`src/rtl/bf_pkg.sv`:
```
// Shared types and constants for the box filter.
`timescale 1ns / 1ps

package bf_pkg;

    // Default window length in samples.
    localparam int TAPS_DEFAULT = 1024;

    // Reset value of the box coefficient in Q0.31 (one over 1024).
    localparam logic [30:0] GAIN_RESET = 31'd2097152;

    // Number of fractional bits in the coefficient.
    localparam int FRAC_BITS = 31;

    // Depth of the result queue; it also bounds the items in flight.
    localparam int OFIFO_DEPTH = 8;

    // One filtered result.
    typedef struct packed {
        logic signed [31:0] sample;
        logic               clipped;
    } t_result;

endpackage

```
`src/rtl/bf_ofifo.sv`:
```
// Result queue between the filter pipeline and the output channel.
`timescale 1ns / 1ps

module bf_ofifo (
    input  logic            i_clk,
    input  logic            i_rst_n,
    input  logic            i_wr,
    input  bf_pkg::t_result i_data,
    input  logic            i_rd,
    output logic            o_valid,
    output bf_pkg::t_result o_data
);

    localparam int DEPTH = bf_pkg::OFIFO_DEPTH;
    localparam int PW    = $clog2(DEPTH);
    localparam int CW    = $clog2(DEPTH + 1);

    bf_pkg::t_result r_mem [DEPTH];
    logic [PW-1:0]   r_wr_ptr;
    logic [PW-1:0]   r_rd_ptr;
    logic [CW-1:0]   r_count;

    // The writer never pushes into a full queue; the credit count upstream
    // keeps the items in flight within the depth.
    always_ff @(posedge i_clk) begin
        if (i_wr) begin
            r_mem[r_wr_ptr] <= i_data;
        end
    end

    always_ff @(posedge i_clk) begin
        if (!i_rst_n) begin
            r_wr_ptr <= '0;
            r_rd_ptr <= '0;
            r_count  <= '0;
        end else begin
            if (i_wr) begin
                r_wr_ptr <= (r_wr_ptr == PW'(DEPTH - 1)) ? '0 : r_wr_ptr + PW'(1);
            end
            if (i_rd) begin
                r_rd_ptr <= (r_rd_ptr == PW'(DEPTH - 1)) ? '0 : r_rd_ptr + PW'(1);
            end
            if (i_wr && !i_rd) begin
                r_count <= r_count + CW'(1);
            end else if (!i_wr && i_rd) begin
                r_count <= r_count - CW'(1);
            end
        end
    end

    assign o_valid = (r_count != '0);
    assign o_data  = r_mem[r_rd_ptr];

endmodule

```
`config.mk`:
```
export PLATFORM = sky130hd
export DESIGN_NAME = bf_ofifo
export DESIGN_NICKNAME = d
export VERILOG_FILES = /design/src/rtl/bf_pkg.sv /design/src/rtl/bf_ofifo.sv
export SDC_FILE = /design/constraint.sdc
export NUM_CORES = 1
export LEC_CHECK = 0
export ABC_AREA = 1
export BUFFER_PORTS_ARGS = -buffer_cell sky130_fd_sc_hd__buf_2
export CORE_UTILIZATION = 65
export CTS_BUF_LIST = sky130_fd_sc_hd__clkbuf_8
export CTS_CLUSTER_DIAMETER = 120
export DETAILED_ROUTE_END_ITERATION = 16
export PLACE_DENSITY = 0.82
export SLEW_MARGIN = 20
export SYNTH_ARGS = -nofsm -noshare
export SYNTH_HDL_FRONTEND = slang
export SYNTH_SLANG_ARGS = --single-unit
```
`constraint.sdc`:
```
create_clock -name i_clk -period 4 [get_ports i_clk]
set_clock_uncertainty 0.15 [all_clocks]
set_input_delay 0 -clock i_clk [delete_from_list [all_inputs] [get_ports i_clk]]
set_output_delay 0 -clock i_clk [all_outputs]
set_load 0.01 [all_outputs]
```
* After elaboration in Yosys (flattened, before gate mapping) *
Memory sizes are Yosys's and may differ from the RTL's. A register that Yosys moved wholly into a read port is not among the register bits.
Cells that the tools add are included.

operators by class
  multiplexer cells = 8
  eq/ne operators = 2
  add/sub/neg operators = 4
  reductions and logical operators = 6

operators with widths
  operator                                          count
  two-way mux 3 bit                                 4
  two-way mux 4 bit                                 2
  adder 3 x 1 -> 3 bit, second input constant       2
  equality test 3 bit, second input constant        2
  adder 4 x 1 -> 4 bit, second input constant       1
  nonzero test 4 bit                                1
  subtractor 4 x 1 -> 4 bit, second input constant  1
  logical AND 1 bit                                 2
  logical NOT 1 bit                                 2
  two-way mux 1 bit                                 2
  nonzero test 2 bit                                1

word-level totals
  output and inout bits = 34
  flip-flop bits (word level) = 10
  word-level logic and storage cells = 24
  input port bits = 37
  memory bits (writable) = 264
  memories kept = 1

memory list
  memory  depth  bits a word  rd ports  clocked after memory_dff  wr ports  line            text
  r_mem   8      33           1         1                         1         bf_ofifo.sv:18  bf_pkg::t_result r_mem [DEPTH];

* Longest topological paths before layout *
Gate-level depths: netlist (run 1).

  depth in word-level cells = 4
  gate-level depth with buffers = 11
  depth with buffers taken out = 11

* Least setup slack after synthesis (run 1) *
Ideal clock, no wire load.

  path type = register -> register
  start point = reg r_wr_ptr[2]
  end point = mem r_mem[2][0] in the netlist's numbering (enable)
  library setup time = 423 ps
  data required time = 3427 ps
  cell stages (with the launch flop) = 4
  path buffers = 0
  setup slack = 1555 ps
  arrival = 1872 ps
  cell sequence = dfxtp_1 -> inv_1 -> nand2_1 -> nor2_1

RTL lines
  what                    line            text
  from (decl)             bf_ofifo.sv:19  logic [PW-1:0] r_wr_ptr;
  from (signal assigned)  bf_ofifo.sv:38  r_wr_ptr <= (r_wr_ptr == PW'(DEPTH - 1)) ? '0 : r_wr_ptr + PW'(1);
  to (decl)               bf_ofifo.sv:18

No word-level cell before the write port.

==> metrics.md, run 1 <==
| Metric | Value |
|---|---|
| Layout area overhead | 14.6% |
| DR DRC count | 0 |
| Syn Nets | 1013 |
| Max Fclk | 327 MHz |
| Final Instance Count excl. Fillers | 1334 |
| # IOs | 71 |
| Final non-filler cell area | approximately 0.013 mm^2 |
| Placed Cells | 1222 |
| Hold Path Cell Cnt | 2 |
| Mapped cell area | ~0.011 mm^2 |
| Fillers | 1000 |
| Hold Crit Class | in -> reg |
| Yosys warning count | 0 |
| Mapped Cells | 968 |
| Largest net degree at the start of global routing | approximately 90 |
| Gp weighted congestion | 0.742 |
| Vias | 7420 |
| Number of distinct library cells after synthesis | 20 |
| Nets | 1129 |
| Die Wd | around 130 um |
| CTS tree | done |
| CP endpoint kind | output port |
| Routed WL per cell | around 17 um |
| Synth Area in Adders | less than 1% |
| Core area | 0.0167 mm^2 |
| Sink Count | roughly 280 |
| Pwr per Cell Area | 464 mW/mm^2 |
| Initial antenna violation count | 0 |
| Final Hold Viols | 0 |
| Drt first pass iters | 6 |
| Sequential area share after synthesis | around three quarters |
| Clock tree buffer depth | 3 |
| Clock transition at path regs | 0.06 ns |
| Post-synthesis compound-gate area fraction | under 10% |
| CP arrival | ~2.9 ns |
| Worst reg-to-reg path cell count | 3 |
| Placement Cell Area | roughly 0.012 mm^2 |
| #FFs+latches synth | around 280 |
| Fraction of the cycle the final worst path needs | between 70% and 80% |
| Worst-path fanout max | about 90 |
| Setup crit start kind | flip-flop |
| Total routed wirelength | 23200 um |
| VDD IR max | about 0.00033 V |
| Vias/cell | 5.56 |
| Main combinational cell family by area after synthesis | simple AND/OR/NAND/NOR gates |
| Worst Hold End | r_mem[1][12] |
| Ratio of cells with drive above 1 in the final layout | between 10% and 20% |
| Mean post-synth cell area | between 10 and 15 um^2 |
| Max Slew Vio Count | 0 |
| PostCTS Resize Cnt | 0 |
| Die Footprint | around 0.018 mm^2 |
| Global-route usage over all layers | a little over a quarter |
| Post-route ant nets | 0 |
| Total CTS buffers | 41 |
| Latest clock arrival within the worst-skew pair | about 0.53 ns |
| Worst path required time | 3.85 ns |
| Slew Limit Headroom | a little over a third |
| Hpwl dp | approximately 12000 um |
| Post-Route Setup TNS | 0 ns |
| First-pass GRT wire length | 36300 um |
| Static leakage | a little under 5 nW |
| Unrepaired setup endpoints after global routing | false |
| Simple-gate share of the synthesized area | 15.8% |
| Die height | 133 um |
| Initial Utilization | about two thirds |
| Worst reg2reg setup slack | 1.76 ns |
| Post-synthesis xor/xnor area fraction | less than 1% |
| Max-cap viol count | 0 |
| Initial DRC count | between 700 and 800 |
| Worst slew pin tran | ~0.96 ns |
| Setup violations, final | 0 |
| H-Tree Level Count | 2 |
| Multiplexer share of the synthesized area | 0% |
| Outcome | complete, no violations |
| # diodes | 0 |
| Vias in the first global route | between 7000 and 8000 |
| Crit path time final | 3.06 ns |
| WS Path Type | reg -> out |
| GRT Residual Overflow | 0 |
| Port Buffers | 70 |
| Core Rows | 47 |
| CTS root buf | clkbuf_8 |
| RR Endpoint | r_mem[5][20] |
| Worst Hold Launch | i_data[12] |
| Worst r2r src | r_wr_ptr[0] |
| Core Util, Final | 76.6% |
## repair_timing
item                                   CTS  global route
buffers inserted                         0             0
hold buffers                            37             0
endpoints found under the hold margin  277             0
## per-layer routing
layer | vias to the layer above | global-route usage (%) | wire, um
met2 | 320 | 43.9 | 11500
met4 | 0 | 10.3 | 484
met3 | 45 | 5.29 | 1780
met5 | - | 0 | 0
li1 | 3535 | - | -
met1 | 3520 | 36.1 | 9420
## layout make-up
class	instances	area, um^2	share of cell area, %
timing repair buffer	123	873	6.82
sequential	277	8190	64.0
multi-input combinational	623	2670	20.9
clock buffer	43	592	4.62
tap	220	275	2.15
inverter	18	70.1	0.547
clock inverter	30	123	0.958
## metrics by stage
stage	hold WS, ns	setup WS, ns	power (mW)
after detailed placement	0.114	1.58	3.96
after global placement	0.112	1.62	3.94
after floorplan	-0.0511	1.56	3.75
final	0.127	0.942	5.94
after global routing	0.120	0.771	6.18
after CTS	0.101	0.977	5.95
## critical path, cell delays in order, from the launching register on
cell and delay, ns:
dfxtp_4 0.68, buf_4 0.80, nor2_1 0.15, nor2_1 0.15, o21ai_1 0.09, nand2_1 0.10, nand2_1 0.05, nand2_1 0.10
buf_2 0.14
## synth_stat cells
| master | count | area share [%] |
|---|---|---|
| inv_1 | 16 | 0.54 |
| fa_1 | 1 | 0.18 |
| nor2_1 | 280 | 9.4 |
| inv_2 | 1 | 0.034 |
| o21ai_0 | 56 | 2.5 |
| o21ai_1 | 81 | 3.6 |
| nand2_1 | 183 | 6.1 |
| clkbuf_1 | 9 | 0.30 |
| buf_1 | 6 | 0.20 |
| dfxtp_1 | 13 | 2.3 |
| ha_1 | 7 | 0.78 |
| nand3_1 | 5 | 0.22 |
| buf_2 | 24 | 1.1 |
| buf_6 | 11 | 1.1 |
| a211oi_1 | 1 | 0.067 |
| or2_2 | 1 | 0.056 |
| edfxtp_1 | 264 | 71 |
| inv_4 | 1 | 0.056 |
| xor2_1 | 1 | 0.078 |
| a21oi_1 | 7 | 0.31 |
## how the worst max path moves through the flow
| stage | startpoint | end | slack, ns |
|---|---|---|---|
| after global routing | flip-flop | o_data[15] | 0.77 |
| final | flip-flop | o_data[32] | 0.94 |
| after global placement | flip-flop | o_data[32] | 1.62 |
| after detailed placement | flip-flop | o_data[15] | 1.58 |
| after floorplan | r_wr_ptr[2] | r_mem[2][0] | 1.56 |
| after CTS | flip-flop | o_data[32] | 0.98 |
## flip-flops by register name (all words and copies together), names as in the netlist, named ones only
register  count
r_count       4
r_rd_ptr      3
r_wr_ptr      3
r_mem       264
## cell families after synthesis
logic type | count (synthesis)
and+or+nand+nor | 469
DFF | 277
AOI/OAI and AO/OA | 145
buffers and inverters | 68
adders and majority gates | 8
xor gates and xnor gates | 1
## cell usage in the layout, fill, tap and decap left out, drive strengths merged
cell / netlist / layout
nand2: 183 / 183
clkinv: 0 / 15
nand3: 5 / 5
edfxtp: 264 / 264
dfxtp: 13 / 13
a211oi: 1 / 1
buf: 41 / 86
fa: 1 / 1
ha: 7 / 7
or2: 1 / 1
dlygate4sd3: 0 / 37
a21oi: 7 / 7
clkinvlp: 0 / 1
nor2: 280 / 280
xor2: 1 / 1
inv: 18 / 32
clkbuf: 9 / 43
o21ai: 137 / 137
## power breakdown
part	total [mW]	switching (mW)	internal (mW)	leakage [nW]
combinational	0.640	0.420	0.220	1.95
sequential	3.30	0.0368	3.26	2.51
clock	2.00	1.01	0.994	0.419
total	5.94	1.46	4.48	4.87
No activity file was read; power rests on OpenSTA's default activity.
==> inputs of run 2 (changes only) <==
CORE_UTILIZATION = 63   (was 65)
PLACE_DENSITY = 0.79   (was 0.82)
clock period = 3.2 ns   (was 4 ns; I/O delays follow)
==> run 2 against run 1 <==
  * Hold slack about the same
  * Cell count increased by 0.45%
  * Routed wire length decreased by 0.89%
  * Total power increased by 26%
  * Sequential share of layout area decreased by 0.22 points
  * Global-route usage decreased by 0.98 points
  * Critical path depth decreased by 1
  * Non-clock buffer count increased by 4
  * Clock power increased by 27%
  * Combinational power increased by 28%
  * Flip-flop and latch count unchanged
  * Critical endpoint is now o_data[31]
==> metrics.md, run 2 (synthesis gave the netlist of run 1 again) <==
| Metric | Value |
|---|---|
| Crit path time final | 2.47 ns |
| Ratio of cells with drive above 1 in the final layout | 13.5% (was 13.3%) |
| # diodes | 0 (unchanged) |
| Max Slew Vio Count | 0 (unchanged) |
| Post-CTS setup buffers | 0 (unchanged) |
| Port Buffers | 70 (unchanged) |
| Worst-path fanout max | 62 (was 88) |
| Core Util, Final | 74.3% (was 76.6%) |
| Worst slew pin tran | 0.888 ns (was 0.961 ns) |
| Die height | 135 um (was 133 um) |
| Worst Hold Launch | i_data[23] (was i_data[12]) |
| CP endpoint kind | output port (unchanged) |
| Total CTS buffers | 43 (was 41) |
| Total power | 7.47 mW (was 5.94 mW) |
| Gp weighted congestion | 0.745 (was 0.742) |
| Drt first pass iters | 6 (unchanged) |
| Post-route ant nets | 0 (unchanged) |
| VDD IR max | 0.000361 V (was 0.000326 V) |
| Fillers | 1143 (was 1000) |
| Pwr per Cell Area | 582 mW/mm^2 (was 464 mW/mm^2) |
| Static leakage | 4.87 nW (about the same) |
| Final Instance Count excl. Fillers | 1340 (was 1334) |
| Hold Crit Class | in -> reg (unchanged) |
| Initial Utilization | 64.6% (was 66.9%) |
| Final Hold Viols | 0 (unchanged) |
| WS Path Type | reg -> out (unchanged) |
| Largest net degree at the start of global routing | 133 (was 89) |
| Worst r2r src | r_wr_ptr[0] (unchanged) |
| CP arrival | 2.32 ns (was 2.91 ns) |
| Max-cap viol count | 0 (unchanged) |
| Vias/cell | 5.50 (was 5.56) |
| Slew Limit Headroom | 40.7% (was 36.0%) |
| Die Wd | 135 um (was 133 um) |
| Worst path required time | 3.05 ns (was 3.85 ns) |
| CTS tree | done (unchanged) |
| Post-Route Setup TNS | 0 ns (unchanged) |
| Routed WL per cell | 17.2 um (was 17.4 um) |
| Hpwl dp | 12900 um (was 12300 um) |
| Most common cell after layout, fill and taps aside | nor2_1 (unchanged) |
| Clock tree buffer depth | 3 (unchanged) |
| Sink Count | 277 (unchanged) |
| # IOs | 71 (unchanged) |
| Multi-input combinational cell area | 0.00267 mm^2 (unchanged) |
| Core area | 0.0173 mm^2 (was 0.0167 mm^2) |
| H-Tree Level Count | 2 (unchanged) |
| Initial DRC count | 598 (was 781) |
| Placed Cells | 1233 (was 1222) |
| Vias | 7367 (was 7420) |
| Unrepaired setup endpoints after global routing | false (unchanged) |
| Layout area overhead | 15.0% (was 14.6%) |
| Biggest regs | r_mem (264), r_count (4) (unchanged) |
| Die Footprint | 0.0183 mm^2 (was 0.0177 mm^2) |
| Clock transition at path regs | 0.06 ns (about the same) |
| Vias in the first global route | 7131 (was 7209) |
| Nets | 1135 (was 1129) |
| Worst Slack Setup Final | 0.728 ns (was 0.942 ns) |
| DR DRC count | 0 (unchanged) |
| Core Rows | 48 (was 47) |
| Largest Register | r_mem (unchanged) |
| First-pass GRT wire length | 35700 um (was 36300 um) |
| Outcome | complete, no violations (unchanged) |
| Commonest non-fill, non-tap cells in the layout | 272 x nor2_1, 264 x edfxtp_1, 183 x nand2_1 (unchanged) |
| CTS root buf | clkbuf_8 (unchanged) |
| Fraction of the cycle the final worst path needs | between 70% and 80% |
| Setup violations, final | 0 (unchanged) |
| Latest clock arrival within the worst-skew pair | 0.52 ns (was 0.53 ns) |
| Total routed wirelength | 23000 um (was 23200 um) |
| Max Fclk | 404 MHz |
| Seq. cell area | 0.00819 mm^2 (unchanged) |
| Global-route usage over all layers | 25.8% (was 26.8%) |
| GRT Residual Overflow | 0 (unchanged) |
| DP Worst Slack | 1.15 ns (was 1.58 ns) |
| Setup crit start kind | flip-flop (unchanged) |
| Initial antenna violation count | 0 (unchanged) |
| Largest register FFs | 264 (unchanged) |
## run 2: path summary, 6_finish.rpt
path | end | slack (ns) | depth (start not counted)
min reg2reg | flip-flop | 0.35 | 2
max | o_data[31] | 0.73 | 7
max reg2reg | r_mem[1][8] | 1.15 | 3
min | r_mem[0][23] | 0.13 | 2
## run 2: per-layer routing
layer / part of all wire (%) / up-vias / track usage [%]
li1: - / 3534 / -
met1: 42 / 3502 / 34.9
met2: 50 / 281 / 42.6
met3: 6.4 / 50 / 3.59
met4: 2.4 / 0 / 10.6
met5: 0 / - / 0
## run 2: repair_timing
item,4_1_cts,5_1_grt
hold endpoints to repair,277,0
resized for setup,0,0
hold buffers,37,0
## run 2: through the flow
stage          area [um^2]  hold slack, ns
2_1_floorplan        11200         -0.0511
3_3_place_gp         11800           0.103
3_5_place_dp         11800           0.108
4_1_cts              12800           0.107
5_1_grt              12800           0.129
6_report             12800           0.127
## run 2: area by class of cell
class                      count  share of cell area (%)
tap                          225                    2.19
clock buffer                  45                    4.82
inverter                      18                   0.545
sequential                   277                    63.8
clock inverter                25                   0.770
timing repair buffer         127                    7.07
multi-input combinational    623                    20.8
## run 2: worst max-delay path: stages, from the launching register on
cell,delay [ns]
dfxtp_4,0.36
inv_4,0.41
buf_4,0.42
o21ai_0,0.18
nand2_1,0.08
nand2_1,0.08
nand2_1,0.10
buf_2,0.13
## run 2: report_power, final
part           switching (mW)  internal, mW  leakage, nW
Sequential             0.0323          4.08         2.51
Combinational           0.539         0.281         1.97
Clock                    1.26          1.28        0.397
Total                    1.83          5.64         4.87
